$ cat src/rtl/clnws_pkg.sv
// shared types, register codes and constants for the lcd nibble write sequencer
package clnws_pkg;

  localparam int TICK_COUNTER_BITS_DEF = 16;
  localparam int CFG_WIDTH             = 16;
  localparam int QUEUE_DEPTH           = 2;

  // request codes
  localparam logic [1:0] OP_TICK    = 2'd0;
  localparam logic [1:0] OP_COMMAND = 2'd1;
  localparam logic [1:0] OP_CHAR    = 2'd2;
  localparam logic [1:0] OP_CURSOR  = 2'd3;

  // configuration register indexes
  localparam logic [1:0] CFG_COMMAND_ENABLE = 2'd0;
  localparam logic [1:0] CFG_DATA_ENABLE    = 2'd1;
  localparam logic [1:0] CFG_GAP            = 2'd2;
  localparam logic [1:0] CFG_CLEAR_WAIT     = 2'd3;

  localparam logic [CFG_WIDTH-1:0] COMMAND_ENABLE_RESET = 16'd1000;
  localparam logic [CFG_WIDTH-1:0] DATA_ENABLE_RESET    = 16'd1;
  localparam logic [CFG_WIDTH-1:0] GAP_RESET            = 16'd100;
  localparam logic [CFG_WIDTH-1:0] CLEAR_WAIT_RESET     = 16'd2000;

  localparam logic [2:0] INIT_COUNT       = 3'd6;
  localparam logic [2:0] INIT_CLEAR_INDEX = 3'd4;

  localparam logic [7:0] ROW0_BASE = 8'h80;
  localparam logic [7:0] ROW1_BASE = 8'hC0;

  typedef enum logic [2:0] {
    PH_IDLE,
    PH_HI_ON,
    PH_HI_OFF,
    PH_LO_ON,
    PH_LO_OFF,
    PH_CLEAR
  } phase_t;

  // one classified request as it sits in the queue
  typedef struct packed {
    logic       is_tick;
    logic       select;
    logic [7:0] data_byte;
  } item_t;

  typedef struct packed {
    logic empty;
    logic full;
  } queue_stat_t;

  function automatic logic [7:0] init_byte(input logic [2:0] idx);
    logic [7:0] b;
    case (idx)
      3'd0:    b = 8'h33;
      3'd1:    b = 8'h32;
      3'd2:    b = 8'h28;
      3'd3:    b = 8'h0e;
      3'd4:    b = 8'h01;
      3'd5:    b = 8'h06;
      default: b = 8'h00;
    endcase
    return b;
  endfunction

endpackage

$ cat src/rtl/char_lcd_nibble_write_sequencer.sv
// top level of the 4-bit character lcd write sequencer
//
//   channel  direction  handshake              payload
//   in       input      in_valid / in_ready    operation, byte_value, cursor_row, cursor_column
//   out      output     out_valid / out_ready  rs_pin, enable_pin, bus_nibble, busy_res, rejected
//   cfg      input      cfg_valid / cfg_ready  cfg_index, cfg_data
//
// one beat in and one result out per cycle, sustained while out_ready stays high; a result passes
// through the queue slot and then the result register of the sequencer
// the two-entry queue keeps input accepted for two beats while the output is stalled
// reset clears the queue and the sequencer; init then advances on incoming ticks
// cfg_ready is always high, and each write goes straight into its config register
module char_lcd_nibble_write_sequencer
  import clnws_pkg::*;
#(
  parameter int TICK_COUNTER_BITS = TICK_COUNTER_BITS_DEF
) (
  input  logic                 clk,
  input  logic                 rst,
  input  logic                 in_valid,
  output logic                 in_ready,
  input  logic [1:0]           operation,
  input  logic [7:0]           byte_value,
  input  logic                 cursor_row,
  input  logic [5:0]           cursor_column,
  output logic                 out_valid,
  input  logic                 out_ready,
  output logic                 rs_pin,
  output logic                 enable_pin,
  output logic [3:0]           bus_nibble,
  output logic                 busy_res,
  output logic                 rejected,
  input  logic                 cfg_valid,
  output logic                 cfg_ready,
  input  logic [1:0]           cfg_index,
  input  logic [CFG_WIDTH-1:0] cfg_data
);

  item_t       front_item;
  item_t       head;
  queue_stat_t qstat;
  logic        push;
  logic        pop;

  assign in_ready = !qstat.full;
  assign push     = in_valid && in_ready;

  clnws_front u_front (
    .operation     (operation),
    .byte_value    (byte_value),
    .cursor_row    (cursor_row),
    .cursor_column (cursor_column),
    .item          (front_item)
  );

  clnws_queue u_queue (
    .clk       (clk),
    .rst       (rst),
    .push      (push),
    .push_item (front_item),
    .pop       (pop),
    .head      (head),
    .stat      (qstat)
  );

  clnws_back #(
    .TICK_COUNTER_BITS (TICK_COUNTER_BITS)
  ) u_back (
    .clk        (clk),
    .rst        (rst),
    .cfg_valid  (cfg_valid),
    .cfg_ready  (cfg_ready),
    .cfg_index  (cfg_index),
    .cfg_data   (cfg_data),
    .head       (head),
    .qstat      (qstat),
    .pop        (pop),
    .out_valid  (out_valid),
    .out_ready  (out_ready),
    .rs_pin     (rs_pin),
    .enable_pin (enable_pin),
    .bus_nibble (bus_nibble),
    .busy_res   (busy_res),
    .rejected   (rejected)
  );

`ifndef SYNTH
  // after reset the queue is empty and nothing is shown
  a_reset_clean: assert property (@(posedge clk) rst |=> !out_valid && in_ready)
    else $error("queue or result register not cleared by reset");

  // a dropped request only happens while busy
  a_reject_busy: assert property (@(posedge clk) disable iff (rst)
    out_valid && rejected |-> busy_res)
    else $error("request rejected while idle");

  // enable only strobes during a sequence
  a_enable_busy: assert property (@(posedge clk) disable iff (rst)
    out_valid && enable_pin |-> busy_res)
    else $error("enable high while not busy");

  // the sequencer never pops an empty queue
  a_pop_nonempty: assert property (@(posedge clk) disable iff (rst)
    pop |-> !qstat.empty)
    else $error("pop from empty queue");
`endif

endmodule

$ cat src/rtl/clnws_front.sv
// front end: turns an incoming beat into a classified queue entry
module clnws_front
  import clnws_pkg::*;
(
  input  logic [1:0] operation,
  input  logic [7:0] byte_value,
  input  logic       cursor_row,
  input  logic [5:0] cursor_column,
  output item_t      item
);

  logic [7:0] cursor_addr;

  assign cursor_addr = (cursor_row ? ROW1_BASE : ROW0_BASE) + {2'b00, cursor_column};

  always_comb begin
    item = '0;
    case (operation)
      OP_TICK: begin
        item.is_tick = 1'b1;
      end
      OP_COMMAND: begin
        item.data_byte = byte_value;
      end
      OP_CHAR: begin
        item.select    = 1'b1;
        item.data_byte = byte_value;
      end
      OP_CURSOR: begin
        item.data_byte = cursor_addr;
      end
      default: begin
        item.is_tick = 1'b1;
      end
    endcase
  end

endmodule

$ cat src/rtl/clnws_queue.sv
// small fifo between the front end and the sequencer
module clnws_queue
  import clnws_pkg::*;
(
  input  logic        clk,
  input  logic        rst,
  input  logic        push,
  input  item_t       push_item,
  input  logic        pop,
  output item_t       head,
  output queue_stat_t stat
);

  localparam int PTR_W = (QUEUE_DEPTH > 1) ? $clog2(QUEUE_DEPTH) : 1;
  localparam int CNT_W = $clog2(QUEUE_DEPTH + 1);

  item_t            slots [QUEUE_DEPTH];
  logic [PTR_W-1:0] wr_ptr;
  logic [PTR_W-1:0] rd_ptr;
  logic [CNT_W-1:0] count;

  function automatic logic [PTR_W-1:0] ptr_inc(input logic [PTR_W-1:0] p);
    logic [PTR_W-1:0] r;
    if (p == PTR_W'(QUEUE_DEPTH - 1)) begin
      r = '0;
    end else begin
      r = p + 1'b1;
    end
    return r;
  endfunction

  assign stat.empty = (count == '0);
  assign stat.full  = (count == CNT_W'(QUEUE_DEPTH));
  assign head       = slots[rd_ptr];

  always_ff @(posedge clk) begin
    if (push) begin
      slots[wr_ptr] <= push_item;
    end
  end

  always_ff @(posedge clk) begin
    if (rst) begin
      wr_ptr <= '0;
      rd_ptr <= '0;
      count  <= '0;
    end else begin
      if (push) begin
        wr_ptr <= ptr_inc(wr_ptr);
      end
      if (pop) begin
        rd_ptr <= ptr_inc(rd_ptr);
      end
      if (push && !pop) begin
        count <= count + 1'b1;
      end else if (pop && !push) begin
        count <= count - 1'b1;
      end
    end
  end

endmodule

$ cat src/rtl/clnws_back.sv
// back end: write sequencer, init walk, config registers and the result register
module clnws_back
  import clnws_pkg::*;
#(
  parameter int TICK_COUNTER_BITS = TICK_COUNTER_BITS_DEF
) (
  input  logic                 clk,
  input  logic                 rst,
  input  logic                 cfg_valid,
  output logic                 cfg_ready,
  input  logic [1:0]           cfg_index,
  input  logic [CFG_WIDTH-1:0] cfg_data,
  input  item_t                head,
  input  queue_stat_t          qstat,
  output logic                 pop,
  output logic                 out_valid,
  input  logic                 out_ready,
  output logic                 rs_pin,
  output logic                 enable_pin,
  output logic [3:0]           bus_nibble,
  output logic                 busy_res,
  output logic                 rejected
);

  localparam int W     = TICK_COUNTER_BITS;
  localparam int CMP_W = ((W > CFG_WIDTH) ? W : CFG_WIDTH) + 1;

  logic [CFG_WIDTH-1:0] command_enable_ticks;
  logic [CFG_WIDTH-1:0] data_enable_ticks;
  logic [CFG_WIDTH-1:0] gap_ticks;
  logic [CFG_WIDTH-1:0] clear_wait_ticks;

  phase_t     phase, phase_next;
  logic [W-1:0] tick_counter, tick_counter_next;
  logic [7:0] held_byte, held_byte_next;
  logic       held_select, held_select_next;
  logic [2:0] init_index, init_index_next;
  logic       init_finished, init_finished_next;
  logic       rejected_next;

  logic                 fire;
  logic [CFG_WIDTH-1:0] enable_limit;
  logic [CFG_WIDTH-1:0] limit;
  logic [W:0]           cnt_inc;
  logic                 done;
  logic                 do_launch;
  logic [2:0]           launch_idx;

  assign cfg_ready = 1'b1;
  assign fire      = !qstat.empty && (!out_valid || out_ready);
  assign pop       = fire;

  always_ff @(posedge clk) begin
    if (rst) begin
      command_enable_ticks <= COMMAND_ENABLE_RESET;
      data_enable_ticks    <= DATA_ENABLE_RESET;
      gap_ticks            <= GAP_RESET;
      clear_wait_ticks     <= CLEAR_WAIT_RESET;
    end else if (cfg_valid) begin
      case (cfg_index)
        CFG_COMMAND_ENABLE: command_enable_ticks <= cfg_data;
        CFG_DATA_ENABLE:    data_enable_ticks    <= cfg_data;
        CFG_GAP:            gap_ticks            <= cfg_data;
        CFG_CLEAR_WAIT:     clear_wait_ticks     <= cfg_data;
        default:            ;
      endcase
    end
  end

  assign enable_limit = held_select ? data_enable_ticks : command_enable_ticks;

  always_comb begin
    case (phase)
      PH_HI_ON, PH_LO_ON:   limit = enable_limit;
      PH_HI_OFF, PH_LO_OFF: limit = gap_ticks;
      PH_CLEAR:             limit = clear_wait_ticks;
      default:              limit = gap_ticks;
    endcase
  end

  // a zero limit ends on the first tick, a saturated counter ends the interval
  assign cnt_inc = {1'b0, tick_counter} + 1'b1;
  assign done    = (CMP_W'(cnt_inc) >= CMP_W'(limit)) || (tick_counter == '1);

  always_comb begin
    phase_next         = phase;
    tick_counter_next  = tick_counter;
    held_byte_next     = held_byte;
    held_select_next   = held_select;
    init_index_next    = init_index;
    init_finished_next = init_finished;
    rejected_next      = 1'b0;
    do_launch          = 1'b0;
    launch_idx         = init_index;

    if (fire) begin
      if (head.is_tick) begin
        if (phase != PH_IDLE) begin
          tick_counter_next = done ? '0 : cnt_inc[W-1:0];
        end
        case (phase)
          PH_HI_ON: begin
            if (done) phase_next = PH_HI_OFF;
          end
          PH_HI_OFF: begin
            if (done) phase_next = PH_LO_ON;
          end
          PH_LO_ON: begin
            if (done) phase_next = PH_LO_OFF;
          end
          PH_LO_OFF: begin
            if (done) begin
              if (init_finished) begin
                phase_next = PH_IDLE;
              end else if (init_index == INIT_CLEAR_INDEX && clear_wait_ticks != '0) begin
                init_index_next = init_index + 1'b1;
                phase_next      = PH_CLEAR;
              end else begin
                init_index_next = init_index + 1'b1;
                launch_idx      = init_index + 1'b1;
                do_launch       = 1'b1;
              end
            end
          end
          PH_CLEAR: begin
            if (done) do_launch = 1'b1;
          end
          default: begin
            if (!init_finished) do_launch = 1'b1;
          end
        endcase
      end else if (phase != PH_IDLE || !init_finished) begin
        rejected_next = 1'b1;
      end else begin
        held_byte_next    = head.data_byte;
        held_select_next  = head.select;
        phase_next        = PH_HI_ON;
        tick_counter_next = '0;
      end

      // next init byte, or the end of init
      if (do_launch) begin
        tick_counter_next = '0;
        if (launch_idx < INIT_COUNT) begin
          held_byte_next   = init_byte(launch_idx);
          held_select_next = 1'b0;
          phase_next       = PH_HI_ON;
        end else begin
          init_finished_next = 1'b1;
          phase_next         = PH_IDLE;
        end
      end
    end
  end

  always_ff @(posedge clk) begin
    if (rst) begin
      phase         <= PH_IDLE;
      tick_counter  <= '0;
      held_byte     <= '0;
      held_select   <= 1'b0;
      init_index    <= '0;
      init_finished <= 1'b0;
    end else begin
      phase         <= phase_next;
      tick_counter  <= tick_counter_next;
      held_byte     <= held_byte_next;
      held_select   <= held_select_next;
      init_index    <= init_index_next;
      init_finished <= init_finished_next;
    end
  end

  always_ff @(posedge clk) begin
    if (rst) begin
      out_valid <= 1'b0;
    end else if (fire) begin
      out_valid <= 1'b1;
    end else if (out_ready) begin
      out_valid <= 1'b0;
    end
  end

  // pin levels after this beat
  always_ff @(posedge clk) begin
    if (fire) begin
      rs_pin     <= held_select_next;
      enable_pin <= (phase_next == PH_HI_ON) || (phase_next == PH_LO_ON);
      bus_nibble <= ((phase_next == PH_HI_ON) || (phase_next == PH_HI_OFF))
                    ? held_byte_next[7:4] : held_byte_next[3:0];
      busy_res   <= (phase_next != PH_IDLE) || !init_finished_next;
      rejected   <= rejected_next;
    end
  end

endmodule

$ cat config.mk
export PLATFORM = sky130hd
export DESIGN_NAME = char_lcd_nibble_write_sequencer
export DESIGN_NICKNAME = d
export VERILOG_FILES = /design/src/rtl/clnws_pkg.sv /design/src/rtl/char_lcd_nibble_write_sequencer.sv /design/src/rtl/clnws_front.sv /design/src/rtl/clnws_queue.sv /design/src/rtl/clnws_back.sv
export SDC_FILE = /design/constraint.sdc
export NUM_CORES = 1
export LEC_CHECK = 0
export BUFFER_PORTS_ARGS = -buffer_cell sky130_fd_sc_hd__buf_2
export CAP_MARGIN = 20
export CORE_MARGIN = 3
export CORE_UTILIZATION = 50
export CTS_CLUSTER_SIZE = 12
export DETAILED_ROUTE_END_ITERATION = 8
export GPL_TIMING_DRIVEN = 0
export PLACE_DENSITY_LB_ADDON = 0.15
export SYNTH_ARGS = -nofsm -noshare
export SYNTH_HDL_FRONTEND = slang
export SYNTH_SLANG_ARGS = --single-unit
$ cat constraint.sdc
create_clock -name clk -period 13 [get_ports clk]
set_input_delay 1.3 -clock clk [delete_from_list [all_inputs] [get_ports clk]]
set_output_delay 1.3 -clock clk [all_outputs]
set_load 0.02 [all_outputs]
**After elaboration in Yosys (flattened, before gate mapping)**

Memory sizes are Yosys's and may differ from the RTL's. A register that Yosys moved wholly into a read port is not among the register bits.
Index checks and enable logic that the tools add are counted.

- Bits in registers: 109
- Memory bits (writable): 20
- Input port bits: 40
- Output and inout port bits: 11
- Logic and storage cells: 153
- Memories: 1

Memories:

| name | depth | width | read ports | clocked after Yosys merged registers in | wr ports | RTL line | source |
|---|---|---|---|---|---|---|---|
| u_queue.slots | 2 | 10 | 1 | 1 | 1 | clnws_queue.sv:17 | `item_t slots [QUEUE_DEPTH];` |

- $add $sub $neg: 7
- Magnitude comparators: 2
- Equality and inequality tests: 24
- Muxes and demuxes: 63
- Bitwise operators: 1
- Reduce and logical (&&, ||, !) cells: 36

Operators with widths:

| kind | count |
|---|---|
| 16-bit two-way mux | 6 |
| 3-bit two-way mux | 16 |
| 8-bit two-way mux | 5 |
| 6-bit case mux with 6 select lines | 1 |
| 16-bit case mux with 2 select lines | 1 |
| 1-bit two-way mux | 27 |
| 3-bit by 2-bit == test with 1-bit output, second input constant | 6 |
| 16-bit by 1-bit adder with 17-bit output, second input constant | 1 |
| 17-bit by 16-bit greater-or-equal comparator with 1-bit output | 1 |
| 16-bit == test, second input constant | 1 |
| 8-bit case mux with 2 select lines | 1 |
| 16-bit nonzero test | 1 |
| 3-bit == test, second input constant | 5 |
| 3-bit case mux with 4 select lines | 1 |
| 2-bit == test, second input constant | 5 |
| 3-bit by 1-bit == test with 1-bit output, second input constant | 3 |
| 8-bit by 6-bit adder with 8-bit output | 1 |
| 2-bit AND reduction | 4 |
| 1-bit logical NOT | 7 |
| 7-bit two-way mux | 1 |
| 2-bit logical NOT | 3 |
| 1-bit logical OR | 6 |
| 3-bit nonzero test | 2 |
| 1-bit logical AND | 5 |
| other kinds (18) | 23 |

**Logic depth before layout (Yosys ltp)**

Gate-level depths: netlist of the first run.

- Word-level depth: 16
- Mapped depth: 19
- Depth with buffers taken out: 16

**By module**

Synthesis of the first run repeated with hierarchy kept, for this count alone.

- Cells, all modules: 755
- Area, all modules: 6563.8 um^2

Modules (own cells, without submodules):

| module | instances | cells each | area an instance (um^2) | sequential area each (um^2) |
|---|---|---|---|---|
| clnws_back | 1 | 675 | 5421.4 | 2182.1 |
| clnws_queue | 1 | 53 | 925.9 | 700.7 |
| clnws_front | 1 | 25 | 206.4 | 0.0 |
| char_lcd_nibble_write_sequencer | 1 | 2 | 10.0 | 0.0 |

**Worst setup path after synthesis of the first run**

Ideal clock, no wire load.

- Path type: reg-to-reg
- Start point: register u_back.phase[0]
- End point: register u_back.bus_nibble[0] (data pin)
- Library setup time: 0.269 ns
- Arrival time: 4.289 ns
- Required time: 12.731 ns
- Path slack: 8.442 ns
- Cell stages (with the launch flop): 20
- Buffers on the path: 4
- Period minus slack after synthesis: 4.558 ns
- Path through: dfxtp_1 > buf_6 > nand2_1 > nor2_1 > nor2_1 > clkbuf_1 > a221oi_1 > ha_1 > a21oi_1 > nor2_1 > o31a_1 > or4_4 > buf_6 > or2_0 > buf_2 > a21o_2 > o31a_4 > o22ai_4 > mux2i_2 > mux2i_1

- Word-level cells in the longest chain between the ends: 16
- Elaborated cells between the ends (all ways): 50
- Those cells by class: order compare (2); eq/ne (12); mux (29); reduce/logical (7)

Ends and longest elaborated chain:

| what | RTL line | source |
|---|---|---|
| start: declaration | clnws_back.sv:33 | `phase_t phase, phase_next;` |
| start signal: assignment | clnws_back.sv:165 | `phase <= phase_next;` |
| 3-bit by 1-bit == test with 1-bit output or 3-bit by 2-bit == test with 1-bit output (tied branches) | clnws_back.sv:73, clnws_back.sv:101 |  |
| 2-bit OR reduction | clnws_back.sv:73 | `case (phase)` |
| 16-bit case mux with 2 select lines | clnws_back.sv:73 |  |
| 17-bit by 16-bit greater-or-equal comparator with 1-bit output | clnws_back.sv:83 | `assign done = (CMP_W'(cnt_inc) >= CMP_W'(limit)) \|\| (tick_counter == '1);` |
| 1-bit logical OR | clnws_back.sv:83 |  |
| 3-bit two-way mux | clnws_back.sv:112 | `if (done) begin` |
| 3-bit two-way mux | clnws_back.sv:101 | `case (phase)` |
| 3-bit two-way mux | clnws_back.sv:97 | `if (head.is_tick) begin` |
| 3-bit two-way mux | clnws_back.sv:96 | `if (fire) begin` |
| 3-bit < comparator | clnws_back.sv:144 | `if (launch_idx < INIT_COUNT) begin` |
| 1-bit two-way mux | clnws_back.sv:144 |  |
| 3-bit two-way mux | clnws_back.sv:142 | `if (do_launch) begin` |
| 3-bit two-way mux | clnws_back.sv:96 |  |
| 3-bit by 1-bit == test with 1-bit output or 3-bit by 2-bit == test with 1-bit output (tied branches) | clnws_back.sv:189 | `bus_nibble <= ((phase_next == PH_HI_ON) \|\| (phase_next == PH_HI_OFF))` |
| 1-bit logical OR | clnws_back.sv:189 |  |
| 4-bit two-way mux (*) | clnws_back.sv:190 | `? held_byte_next[7:4] : held_byte_next[3:0];` |
| end signal: assignment | clnws_back.sv:189 |  |
| end: declaration | clnws_back.sv:20 | `output logic [3:0] bus_nibble,` |

Mark *: on every way between the ends. The rest lies on a longest branch, timed or not. The select of a mux whose other input is x is not followed.
A chain may end at the register's enable or synchronous reset.

**Worst setup path after layout of the first run**

- Start point: register u_back.phase[0]
- End point: register u_back.bus_nibble[1] (data pin)

Same word-level chain as after synthesis.

==> flow_summary_export.csv, run 1 <==
group,metric,value,unit
run_status,run_status,"finished, final reports clean",
grt,antenna_found_initial,0,
critical_path,r2r-start,"u_back.phase[0]$_SDFF_PP0_",
placement,hpwl,11.98,mm
grt,grt_pass1_wl,27.57,mm
cts,cts_buffers,17,
critical_path,cp_data_required_time,13.15,ns
critical_path,cp.depth,18,
critical_path,cpMaxStageDelayCell,"or4_4",
yosys,synth_area_leader_cell,"dfxtp_1",
power_and_ir_drop,p_leak,2.860,nW
route,vias,5693,
critical_path,cp_common_cell,"nor2_1",
min_path,hold_path_startpoint,"u_back.command_enable_ticks[1]$_SDFFE_PP0P_",
cts,cts_hold_buf,0,
yosys,synth_nets,817,
critical_path,cp_max_fo,10,
yosys,synth_top_area_frac,0.3141,
cts,clk_root_buffer_cell,"clkbuf_16",
layout,antennaDiodeCount,0,
power_and_ir_drop,ir_drop,112.9,uV
yosys,synth-main-ff-cell,"dfxtp_1",
floorplanning,ios,51,
cts,post_cts.repair.setup_buffers,0,
critical_path,cp_data_arrival_time,5.67,ns
floorplanning,core.rowCount,41,
timing,setup_ws,7.475,ns
timing,period_share,0.4250,
critical_path,critPathLaunch,"u_back.phase[0]$_SDFF_PP0_",
critical_path,timing_worst_setup_path_type,"register to register",
yosys,syn_area_per_cell,8.621,um^2
critical_path,worstSetupEndpointType,"register",
min_path,worstHoldEndpoint,"u_back.command_enable_ticks[1]$_SDFFE_PP0P_",
cts,h-tree-depth,4,
min_path,whs_path_depth,2,
route,firstDrtPassIters,5,
route,drt-initial-drc-count,578,
cts,worst_skew_pair.late_latency,0.42,ns
floorplanning,core-area,12670,um^2
layout,final_cell_mix,"nand2_1 (169), dfxtp_1 (102), a21oi_1 (83), nor2_1 (66), buf_2 (48)",
yosys,syn-cell-area,6500,um^2
layout,area_growth,16.30,%
timing,finalSetupTns,0,ns
yosys,syn_inst,754,
placement,place.gp.congestion,0.9009,
placement,port_buffers,47,
placement,dp.cells,973,
timing,finalHoldViolations,0,
route,avgViaCountPerCell,5.670,
critical_path,path_cells,"buf_6, nand2_1, nor2_1, nor2_1, clkbuf_1, a221oi_1, ha_1, a21oi_1, nor2_1, o31a_1, or4_4, buf_6, o2111ai_4, mux2i_2, o31a_4, o21ai_0, a211oi_1, mux2i_1",
yosys,yosysWarningCount,0,
floorplanning,start_util,0.5130,
cts,clock_path_buffers,2,
cts,cts_resized,0,
yosys,yosysUniqueCellTypes,62,
placement,place_area,6950,um^2
critical_path,reg2reg_to,"u_back.bus_nibble[1]$_DFFE_PP_",
timing,fin_worst_skew,0.01203,ns
grt,track_usage,0.2416,
layout,finish.instance_area,7560,um^2
critical_path,critPathTopFamily,"compound AO/OA/AOI/OAI gates",
yosys,synth_area_leaders,"dfxtp_1 (31%), edfxtp_1 (13%), nand2_1 (9.8%), a21oi_1 (6.4%), mux2i_1 (4.9%)",
critical_path,r2r_slack,7.47,ns
power_and_ir_drop,power.density,175.4,nW/um^2
route,ant_nets,0,
cts,cts.clk_slew.worst_paths,0.06,ns
route,drc,0,
critical_path,max_stage_delay,0.51,ns
route,routed_wl,16.56,mm
flow_run,drv_cap,0,
timing,maxSlewHeadroom,0.2953,
timing,max_clock_freq,181.0,MHz
timing,final-max-slew-violation-count,0,
layout,nets,883,
power_and_ir_drop,p_total,1.326,mW
layout,fin_cells,1004,
cts,cts_sinks,130,
critical_path,r2r_cells,18,
min_path,min_path_type,"register to register",
grt,grt_pass1_vias,5410,
critical_path,start_kind,"register",
timing,worst_pin_slew,1.028,ns
layout,drive_gt1_frac,0.1226,
layout,layout_commonest_cell,"nand2_1",
yosys,synth.ff_latch_count,130,
yosys,yosysSeqAreaShare,0.4435,
yosys,synth-edff-count,28,
yosys,async_flop_share,0,
grt,grt-ovfl-total,0,
timing,fin_crit,5.525,ns
grt,grt_max_degree,18,
timing,setup_viol,0,
route,wl_per_cell,16.50,um
timing,holdWs,0.4562,ns
timing,rsz0062_at_grt,"false",
cts,cts_tree,"built",
floorplanning,die_w,120.0,um
critical_path,crit_buf_inv,3,
floorplanning,chipHeight,120.0,um
placement,place_worst_setup_slack,7.482,ns
layout,final_util,0.5966,
floorplanning,dieArea,14400,um^2
## routing by layer
| metal | vias to the layer above | routed length [um] | global-route usage | share of wire |
|---|---|---|---|---|
| met1 | 2710 | 7796 | 0.3411 | 0.47 |
| met4 | 0 | 275 | 0.07874 | 0.017 |
| met5 | - | 0 | 0 | 0 |
| li1 | 2774 | - | - | - |
| met2 | 184 | 7447 | 0.3586 | 0.45 |
| met3 | 25 | 1044 | 0.06645 | 0.063 |
## flip-flops by register name, indices dropped and copies added, names as in the netlist, 3 cells and up, named ones only
signal and flops:
u_back.command_enable_ticks 16, u_back.gap_ticks 16, u_back.phase 3, u_back.clear_wait_ticks 16, u_back.init_index 3, u_back.tick_counter 16, u_back.bus_nibble 4, u_back.data_enable_ticks 16
u_back.held_byte 8, u_queue.slots 20
## power by group
group	switching, mW	leakage [nW]	internal [mW]
clock	0.174	0.298	0.313
combinational	0.227	1.47	0.124
sequential	0.0215	1.10	0.467
## area by class of cell
| class | instances | area, um^2 |
|---|---|---|
| Fill cell | 1152 | 5111 |
| Inverter | 10 | 37.54 |
| Timing Repair Buffer | 47 | 235.2 |
| Clock buffer | 24 | 513.0 |
| Buffer | 45 | 217.7 |
| Clock inverter | 7 | 96.34 |
| Sequential cell | 130 | 2883 |
| Tap cell | 172 | 215.2 |
| Multi-Input combinational cell | 569 | 3362 |
## worst register-to-register path: cells and delay by family (launching register included)
family / cells / cell delay (ns)
AOI/OAI and AO/OA: 7 / 1.99
muxes: 2 / 0.55
DFF: 1 / 0.40
and+or+nand+nor: 5 / 1.37
adders and majority gates: 1 / 0.32
buffers and inverters: 3 / 0.64
## how the worst max path moves through the flow
stage / end
floorplan: u_back.bus_nibble[0]$_DFFE_PP_
global placement: u_back.bus_nibble[3]$_DFFE_PP_
detailed placement: u_back.bus_nibble[1]$_DFFE_PP_
CTS: u_back.bus_nibble[1]$_DFFE_PP_
global route: u_back.bus_nibble[1]$_DFFE_PP_
finish: u_back.bus_nibble[1]$_DFFE_PP_
## cell usage after synthesis, types with 2 or more instances
cell / n
nand4_1: 5
xor2_1: 9
nand3b_1: 20
a221oi_1: 16
nor2b_1: 6
edfxtp_1: 28
nand3_1: 26
nand2b_1: 4
a21oi_1: 83
nor2_1: 66
a211oi_1: 2
o22ai_1: 2
mux2_2: 2
and2_1: 2
nand2_1: 169
buf_6: 4
buf_1: 2
clkbuf_1: 35
nor4_1: 5
dfxtp_1: 102
o21ai_0: 18
a2111oi_4: 2
mux2i_2: 2
mux2i_1: 32
ha_1: 23
a31oi_1: 5
and3_1: 7
o21a_1: 2
or3_1: 2
nand3_2: 2
nor3_1: 10
xnor2_1: 13
o31ai_1: 2
a22oi_1: 9
inv_1: 10
## kinds of logic after synthesis
| logic type | Yosys count | share of synthesized area |
|---|---|---|
| DFF | 130 | 0.4435 |
| xor gates and xnor gates | 22 | 0.02964 |
| buffers and inverters | 55 | 0.03927 |
| adders and majority gates | 23 | 0.04427 |
| AOI/OAI and AO/OA | 152 | 0.1521 |
| and+or+nand+nor | 335 | 0.2337 |
| muxes | 36 | 0.05698 |
| other | 1 | 0.0005769 |
Power figures use the tool's default switching activity.
==> run 2, diff against run 1 <==
Clock period 13 ns to 4.5 ns, I/O delays scaled along.
==> flow_summary_export.csv, run 2 (synthesis gave the netlist of run 1 again) <==
group,metric,value,unit
run_status,run_status,"finished, final reports clean",
placement,place.gp.congestion,0.8813,
layout,largest-register,"u_queue.slots",
floorplanning,dieArea,14400,um^2
grt,grt-ovfl-total,0,
layout,drive_gt1_frac,0.2110,
route,ant_nets,0,
cts,clock_path_buffers,2,
critical_path,timing_worst_setup_path_type,"register to register",
cts,worst_skew_pair.late_latency,0.43,ns
cts,cts_buffers,17,
power_and_ir_drop,p_leak,3.051,nW
placement,port_buffers,47,
grt,grt_max_degree,18,
layout,fillers,1053,
cts,cts_tree,"built",
critical_path,r2r_slack,0.15,ns
floorplanning,die_w,120.0,um
cts,h-tree-depth,4,
min_path,min_path_type,"input pin to register",
layout,area_growth,23.81,%
layout,largest_reg_flops,20,
cts,cts_sinks,130,
cts,cts.clk_slew.worst_paths,0.06,ns
layout,antennaDiodeCount,0,
route,routed_wl,17.02,mm
critical_path,path_cells,"and3_4, and3_4, and2_4, nand4_1, xnor2_2, ha_1, nand4_1, nor2_1, o31a_1, or4_4, buf_6, o2111ai_4, mux2i_4, o31a_4, o22ai_4, mux2i_4, mux2i_1",
critical_path,critPathLaunch,"u_back.tick_counter[0]$_SDFFE_PP0P_",
route,vias,5766,
grt,antenna_found_initial,0,
timing,holdWs,0.3022,ns
flow_run,drv_cap,0,
power_and_ir_drop,ir_drop,334.7,uV
timing,maxSlewHeadroom,0.2761,
timing,finalHoldViolations,0,
grt,track_usage,0.2445,
timing,period_share,0.9672,
layout,final_cell_mix,"nand2_1 (168), dfxtp_1 (91), a21oi_1 (81), nor2_1 (61), buf_2 (47)",
critical_path,worstSetupEndpointType,"register",
critical_path,cpMaxStageDelayCell,"or4_4",
floorplanning,start_util,0.5130,
route,wl_per_cell,16.53,um
timing,max_clock_freq,229.8,MHz
route,avgViaCountPerCell,5.598,
route,firstDrtPassIters,8,
critical_path,start_kind,"register",
critical_path,r2r_cells,17,
timing,final-max-slew-violation-count,0,
timing,setup_viol,0,
timing,fin_crit,4.352,ns
floorplanning,core.rowCount,41,
critical_path,cp_max_fo,4,
critical_path,cp_data_required_time,4.76,ns
layout,layout_commonest_cell,"nand2_1",
timing,fin_worst_skew,0.008843,ns
placement,hpwl,11.97,mm
critical_path,max_stage_delay,0.54,ns
route,drc,0,
critical_path,r2r-start,"u_back.tick_counter[0]$_SDFFE_PP0P_",
timing,finalSetupTns,0,ns
timing,worst_pin_slew,1.056,ns
critical_path,reg2reg_to,"u_back.bus_nibble[3]$_DFFE_PP_",
layout,nets,908,
floorplanning,ios,51,
route,drt-initial-drc-count,593,
floorplanning,core-area,12670,um^2
grt,grt_pass1_wl,27.75,mm
power_and_ir_drop,power.density,483.7,nW/um^2
floorplanning,chipHeight,120.0,um
grt,grt_pass1_vias,5536,
critical_path,cp_data_arrival_time,4.61,ns
critical_path,cp-endpoint,"u_back.bus_nibble[3]$_DFFE_PP_",
cts,clk_root_buffer_cell,"clkbuf_16",
==> run 2: critical path: cells and delay by family, from the launching register on <==
family / cells / cell delay (ns)
and+or+nand+nor: 7 / 1.39
buffers and inverters: 1 / 0.15
adders and majority gates: 1 / 0.26
xor gates and xnor gates: 1 / 0.24
AOI/OAI and AO/OA: 4 / 1.03
muxes: 3 / 0.73
DFF: 1 / 0.37
==> run 2: worst min-delay path by stage <==
| stage | startpoint | to | slack (ns) | cells past startpoint |
|---|---|---|---|---|
| 6_report | cfg_data[12] | u_back.command_enable_ticks[12]$_SDFFE_PP0P_ | 0.30 | 3 |
| 4_1_cts | cfg_data[15] | u_back.data_enable_ticks[15]$_SDFFE_PP0P_ | 0.29 | 3 |
| 3_5_place_dp | u_back.command_enable_ticks[0]$_SDFFE_PP0P_ | u_back.command_enable_ticks[0]$_SDFFE_PP0P_ | 0.45 | 2 |
| 3_3_place_gp | u_back.command_enable_ticks[14]$_SDFFE_PP0P_ | u_back.command_enable_ticks[14]$_SDFFE_PP0P_ | 0.44 | 2 |
| 2_1_floorplan | u_back.command_enable_ticks[0]$_SDFFE_PP0P_ | u_back.command_enable_ticks[0]$_SDFFE_PP0P_ | 0.44 | 2 |
| 5_1_grt | cfg_data[15] | u_back.data_enable_ticks[15]$_SDFFE_PP0P_ | 0.30 | 3 |
==> run 2: cell type report <==
class	count	area, um^2	share of cell area
plain buffers	41	221.5	0.02752
multi-input cells	569	3618	0.4496
clock inverters	14	150.1	0.01866
repair buffers	76	456.7	0.05675
well taps	172	215.2	0.02674
flip-flops and latches	130	2909	0.3615
clock buffers	18	439.2	0.05457
inverters	10	37.54	0.004664
==> run 2: per-stage QoR <==
step	cell area (um^2)	setup slack [ns]	std cells	util	total power [mW]
floorplan	6504	0.03653	754	-	2.156
global placement	6954	-0.6866	973	0.5488	2.403
detailed placement	6954	-0.7017	973	0.5488	2.434
CTS	7858	0.04322	1020	0.6201	3.882
global route	8048	-0.03302	1030	0.6351	4.074
finish	8048	0.1478	1030	0.6351	3.892
==> run 2: layer usage <==
metal	wire, um	track usage	vias to the layer above	share of wire
met5	0	0	-	0
met4	323	0.1038	0	0.019
met3	1055	0.05090	27	0.062
met2	7993	0.3790	211	0.47
met1	7648	0.3319	2707	0.45
li1	-	-	2821	-
==> run 2: power by group <==
part           internal [mW]  switching [mW]  leakage [nW]
Combinational          0.423           0.682          1.66
Sequential              1.35          0.0643          1.10
Clock                  0.836           0.537         0.292
Total                   2.61            1.28          3.05
==> run 2: timing repair <==
action                     4_1_cts  5_1_grt
setup buffers                   19       10
resized for setup               54       19
hold buffers                     0        0
pin swaps                       13       17
setup endpoints to repair       28        7
==> run 3, diff against run 2 <==
Settings changed: CORE_UTILIZATION 50 to 54.
==> flow_summary_export.csv, run 3 (synthesis gave the netlist of run 1 again) <==
group,metric,value,unit
critical_path,cp-endpoint,"u_back.bus_nibble[3]$_DFFE_PP_",
floorplanning,dieArea,13390,um^2
timing,rsz0062_at_grt,"true",
cts,clk_root_buffer_cell,"clkbuf_16",
layout,finish.instance_area,7951,um^2
floorplanning,core-area,11610,um^2
power_and_ir_drop,internal_power,2.556,mW
cts,h-tree-depth,4,
timing,period_share,1.012,
floorplanning,die_w,115.7,um
grt,grt_pass1_vias,5539,
power_and_ir_drop,p_leak,3.062,nW
layout,fin_cells,1004,
critical_path,critPathTopFamily,"simple AND/OR/NAND/NOR gates",
layout,largest-register,"u_queue.slots",
power_and_ir_drop,comb_power_share,0.296,
layout,multi_input_area,3575,um^2
timing,fin_worst_skew,0.009257,ns
floorplanning,ios,51,
layout,fillers,942,
critical_path,r2r_cells,17,
timing,final-max-slew-violation-count,0,
cts,cts_buffers,17,
power_and_ir_drop,ir_drop,358.4,uV
timing,worst_pin_slew,0.9452,ns
timing,setup_ws,-0.05219,ns
route,firstDrtPassIters,6,
layout,seq_area,2905,um^2
critical_path,max_stage_delay,0.60,ns
power_and_ir_drop,power.density,486.0,nW/um^2
floorplanning,chipHeight,115.7,um
timing,finalSetupTns,-0.09445,ns
route,vias,5963,
critical_path,r2r_slack,-0.05,ns
grt,track_usage,0.2649,
layout,final_util,0.6847,
route,avgViaCountPerCell,5.939,
route,wl_per_cell,17.56,um
grt,grt-ovfl-total,0,
grt,antenna_found_initial,0,
min_path,whs_path_depth,3,
critical_path,cp_max_fo,6,
run_status,violations,"setup timing",
layout,antennaDiodeCount,0,
layout,nets,911,
grt,grt_max_degree,18,
critical_path,start_kind,"register",
critical_path,worstSetupEndpointType,"register",
placement,port_buffers,47,
route,drt-initial-drc-count,546,
critical_path,timing_worst_setup_path_type,"register to register",
placement,dp.cells,944,
timing,max_clock_freq,219.7,MHz
floorplanning,core.rowCount,39,
critical_path,critPathLaunch,"u_back.tick_counter[0]$_SDFFE_PP0P_",
placement,hpwl,11.94,mm
run_status,run_status,"finished, violations left",
placement,place_area,6918,um^2
critical_path,crit_buf_inv,1,
timing,finalHoldViolations,0,
grt,grt_pass1_wl,27.77,mm
placement,place_worst_setup_slack,-0.7377,ns
floorplanning,start_util,0.5597,
power_and_ir_drop,pwr-share-seq,0.365,
route,ant_nets,0,
critical_path,r2r-start,"u_back.tick_counter[0]$_SDFFE_PP0P_",
route,routed_wl,17.63,mm
layout,drive_gt1_frac,0.2044,
critical_path,cp.depth,17,
timing,maxSlewHeadroom,0.3685,
critical_path,path_cells,"and3_4, and3_4, and2_4, nand4_1, xnor2_2, ha_1, nand4_1, nor2_1, o31a_1, or4_4, or2_0, buf_4, a21o_2, o31a_4, o22ai_4, mux2i_4, mux2i_1",
cts,cts_tree,"built",
cts,worst_skew_pair.late_latency,0.42,ns
power_and_ir_drop,p_sw_frac,0.3385,
critical_path,cp_data_arrival_time,4.80,ns
min_path,min_path_type,"input pin to register",
layout,final_cell_mix,"nand2_1 (168), dfxtp_1 (92), a21oi_1 (82), nor2_1 (62), buf_2 (47)",
critical_path,cpMaxStageDelayCell,"or4_4",
critical_path,reg2reg_to,"u_back.bus_nibble[3]$_DFFE_PP_",
critical_path,cp_data_required_time,4.75,ns
cts,cts_sinks,130,
cts,clock_path_buffers,2,
route,drc,0,
layout,layout_commonest_cell,"nand2_1",
timing,fin_crit,4.552,ns
cts,cts.clk_slew.worst_paths,0.06,ns
timing,setup_viol,3,
flow_run,drv_cap,0,
power_and_ir_drop,p_sw,1.308,mW
layout,largest_reg_flops,20,
placement,place.gp.congestion,0.9015,
layout,area_growth,22.33,%
power_and_ir_drop,p_clk_frac,0.339,
[run 3: changes by cell type in the layout (fill, tap and decap cells not counted), moves of 2 or more]
cell and change:
nor2_2 -2, a221oi_2 -2, a221oi_1 +2, nor3_2 -2, a31oi_1 +2, buf_4 +5, a31oi_2 -2, buf_6 -3
[run 3: worst reg2reg max path, delay by kind of cell (launching register included)]
| kind | cells | cell delay (ns) |
|---|---|---|
| simple gates | 8 | 1.70 |
| compound gates | 4 | 0.96 |
| mux | 2 | 0.64 |
| flops | 1 | 0.38 |
| fa+ha+maj | 1 | 0.27 |
| xor+xnor | 1 | 0.26 |
| buf+inv | 1 | 0.16 |
[run 3: per-layer routing]
metal | up-vias | wire (um) | GRT usage
met4 | 0 | 224 | 0.07347
met5 | - | 0 | 0
li1 | 2844 | - | -
met3 | 19 | 1096 | 0.05274
met1 | 2852 | 7865 | 0.3611
met2 | 248 | 8443 | 0.4325
[run 3: what timing repair did]
item,in CTS,in global routing
hold buffers,0,0
pin swaps,10,16
gates resized for setup,50,15
setup endpoints to repair,31,11
setup buffers,12,19
[run 3: power groups by stage]
stage	sequential (mW)	combinational [mW]	clock [mW]
5_1_grt	1.42	1.24	1.38
2_1_floorplan	1.46	0.693	0
3_3_place_gp	1.43	0.975	0
3_5_place_dp	1.43	1.00	0
6_report	1.41	1.14	1.31
4_1_cts	1.42	1.08	1.31
[run 3: worst min path at each step]
stage | start | endpoint | slack (ns)
global route | cfg_data[15] | u_back.gap_ticks[15]$_SDFFE_PP0P_ | 0.30
CTS | cfg_data[4] | u_back.clear_wait_ticks[4]$_SDFFE_PP1P_ | 0.29
detailed placement | u_back.gap_ticks[11]$_SDFFE_PP0P_ | u_back.gap_ticks[11]$_SDFFE_PP0P_ | 0.45
global placement | u_back.command_enable_ticks[2]$_SDFFE_PP0P_ | u_back.command_enable_ticks[2]$_SDFFE_PP0P_ | 0.44
floorplan | u_back.command_enable_ticks[0]$_SDFFE_PP0P_ | u_back.command_enable_ticks[0]$_SDFFE_PP0P_ | 0.44
finish | cfg_data[15] | u_back.gap_ticks[15]$_SDFFE_PP0P_ | 0.31
[run 3: layout make-up]
type,instances,share of cell area
clock inverters,15,0.01668
plain buffers,41,0.02785
clock buffers,17,0.05350
well taps,143,0.02250
repair buffers,79,0.05980
multi-input cells,569,0.4496
flip-flops and latches,130,0.3654
inverters,10,0.004721
[run 3: per-stage QoR]
stage	hold WS (ns)	power (mW)
3_5_place_dp	0.4480	2.438
5_1_grt	0.3026	4.039
6_report	0.3115	3.864
4_1_cts	0.2921	3.808
2_1_floorplan	0.4357	2.156
3_3_place_gp	0.4406	2.402
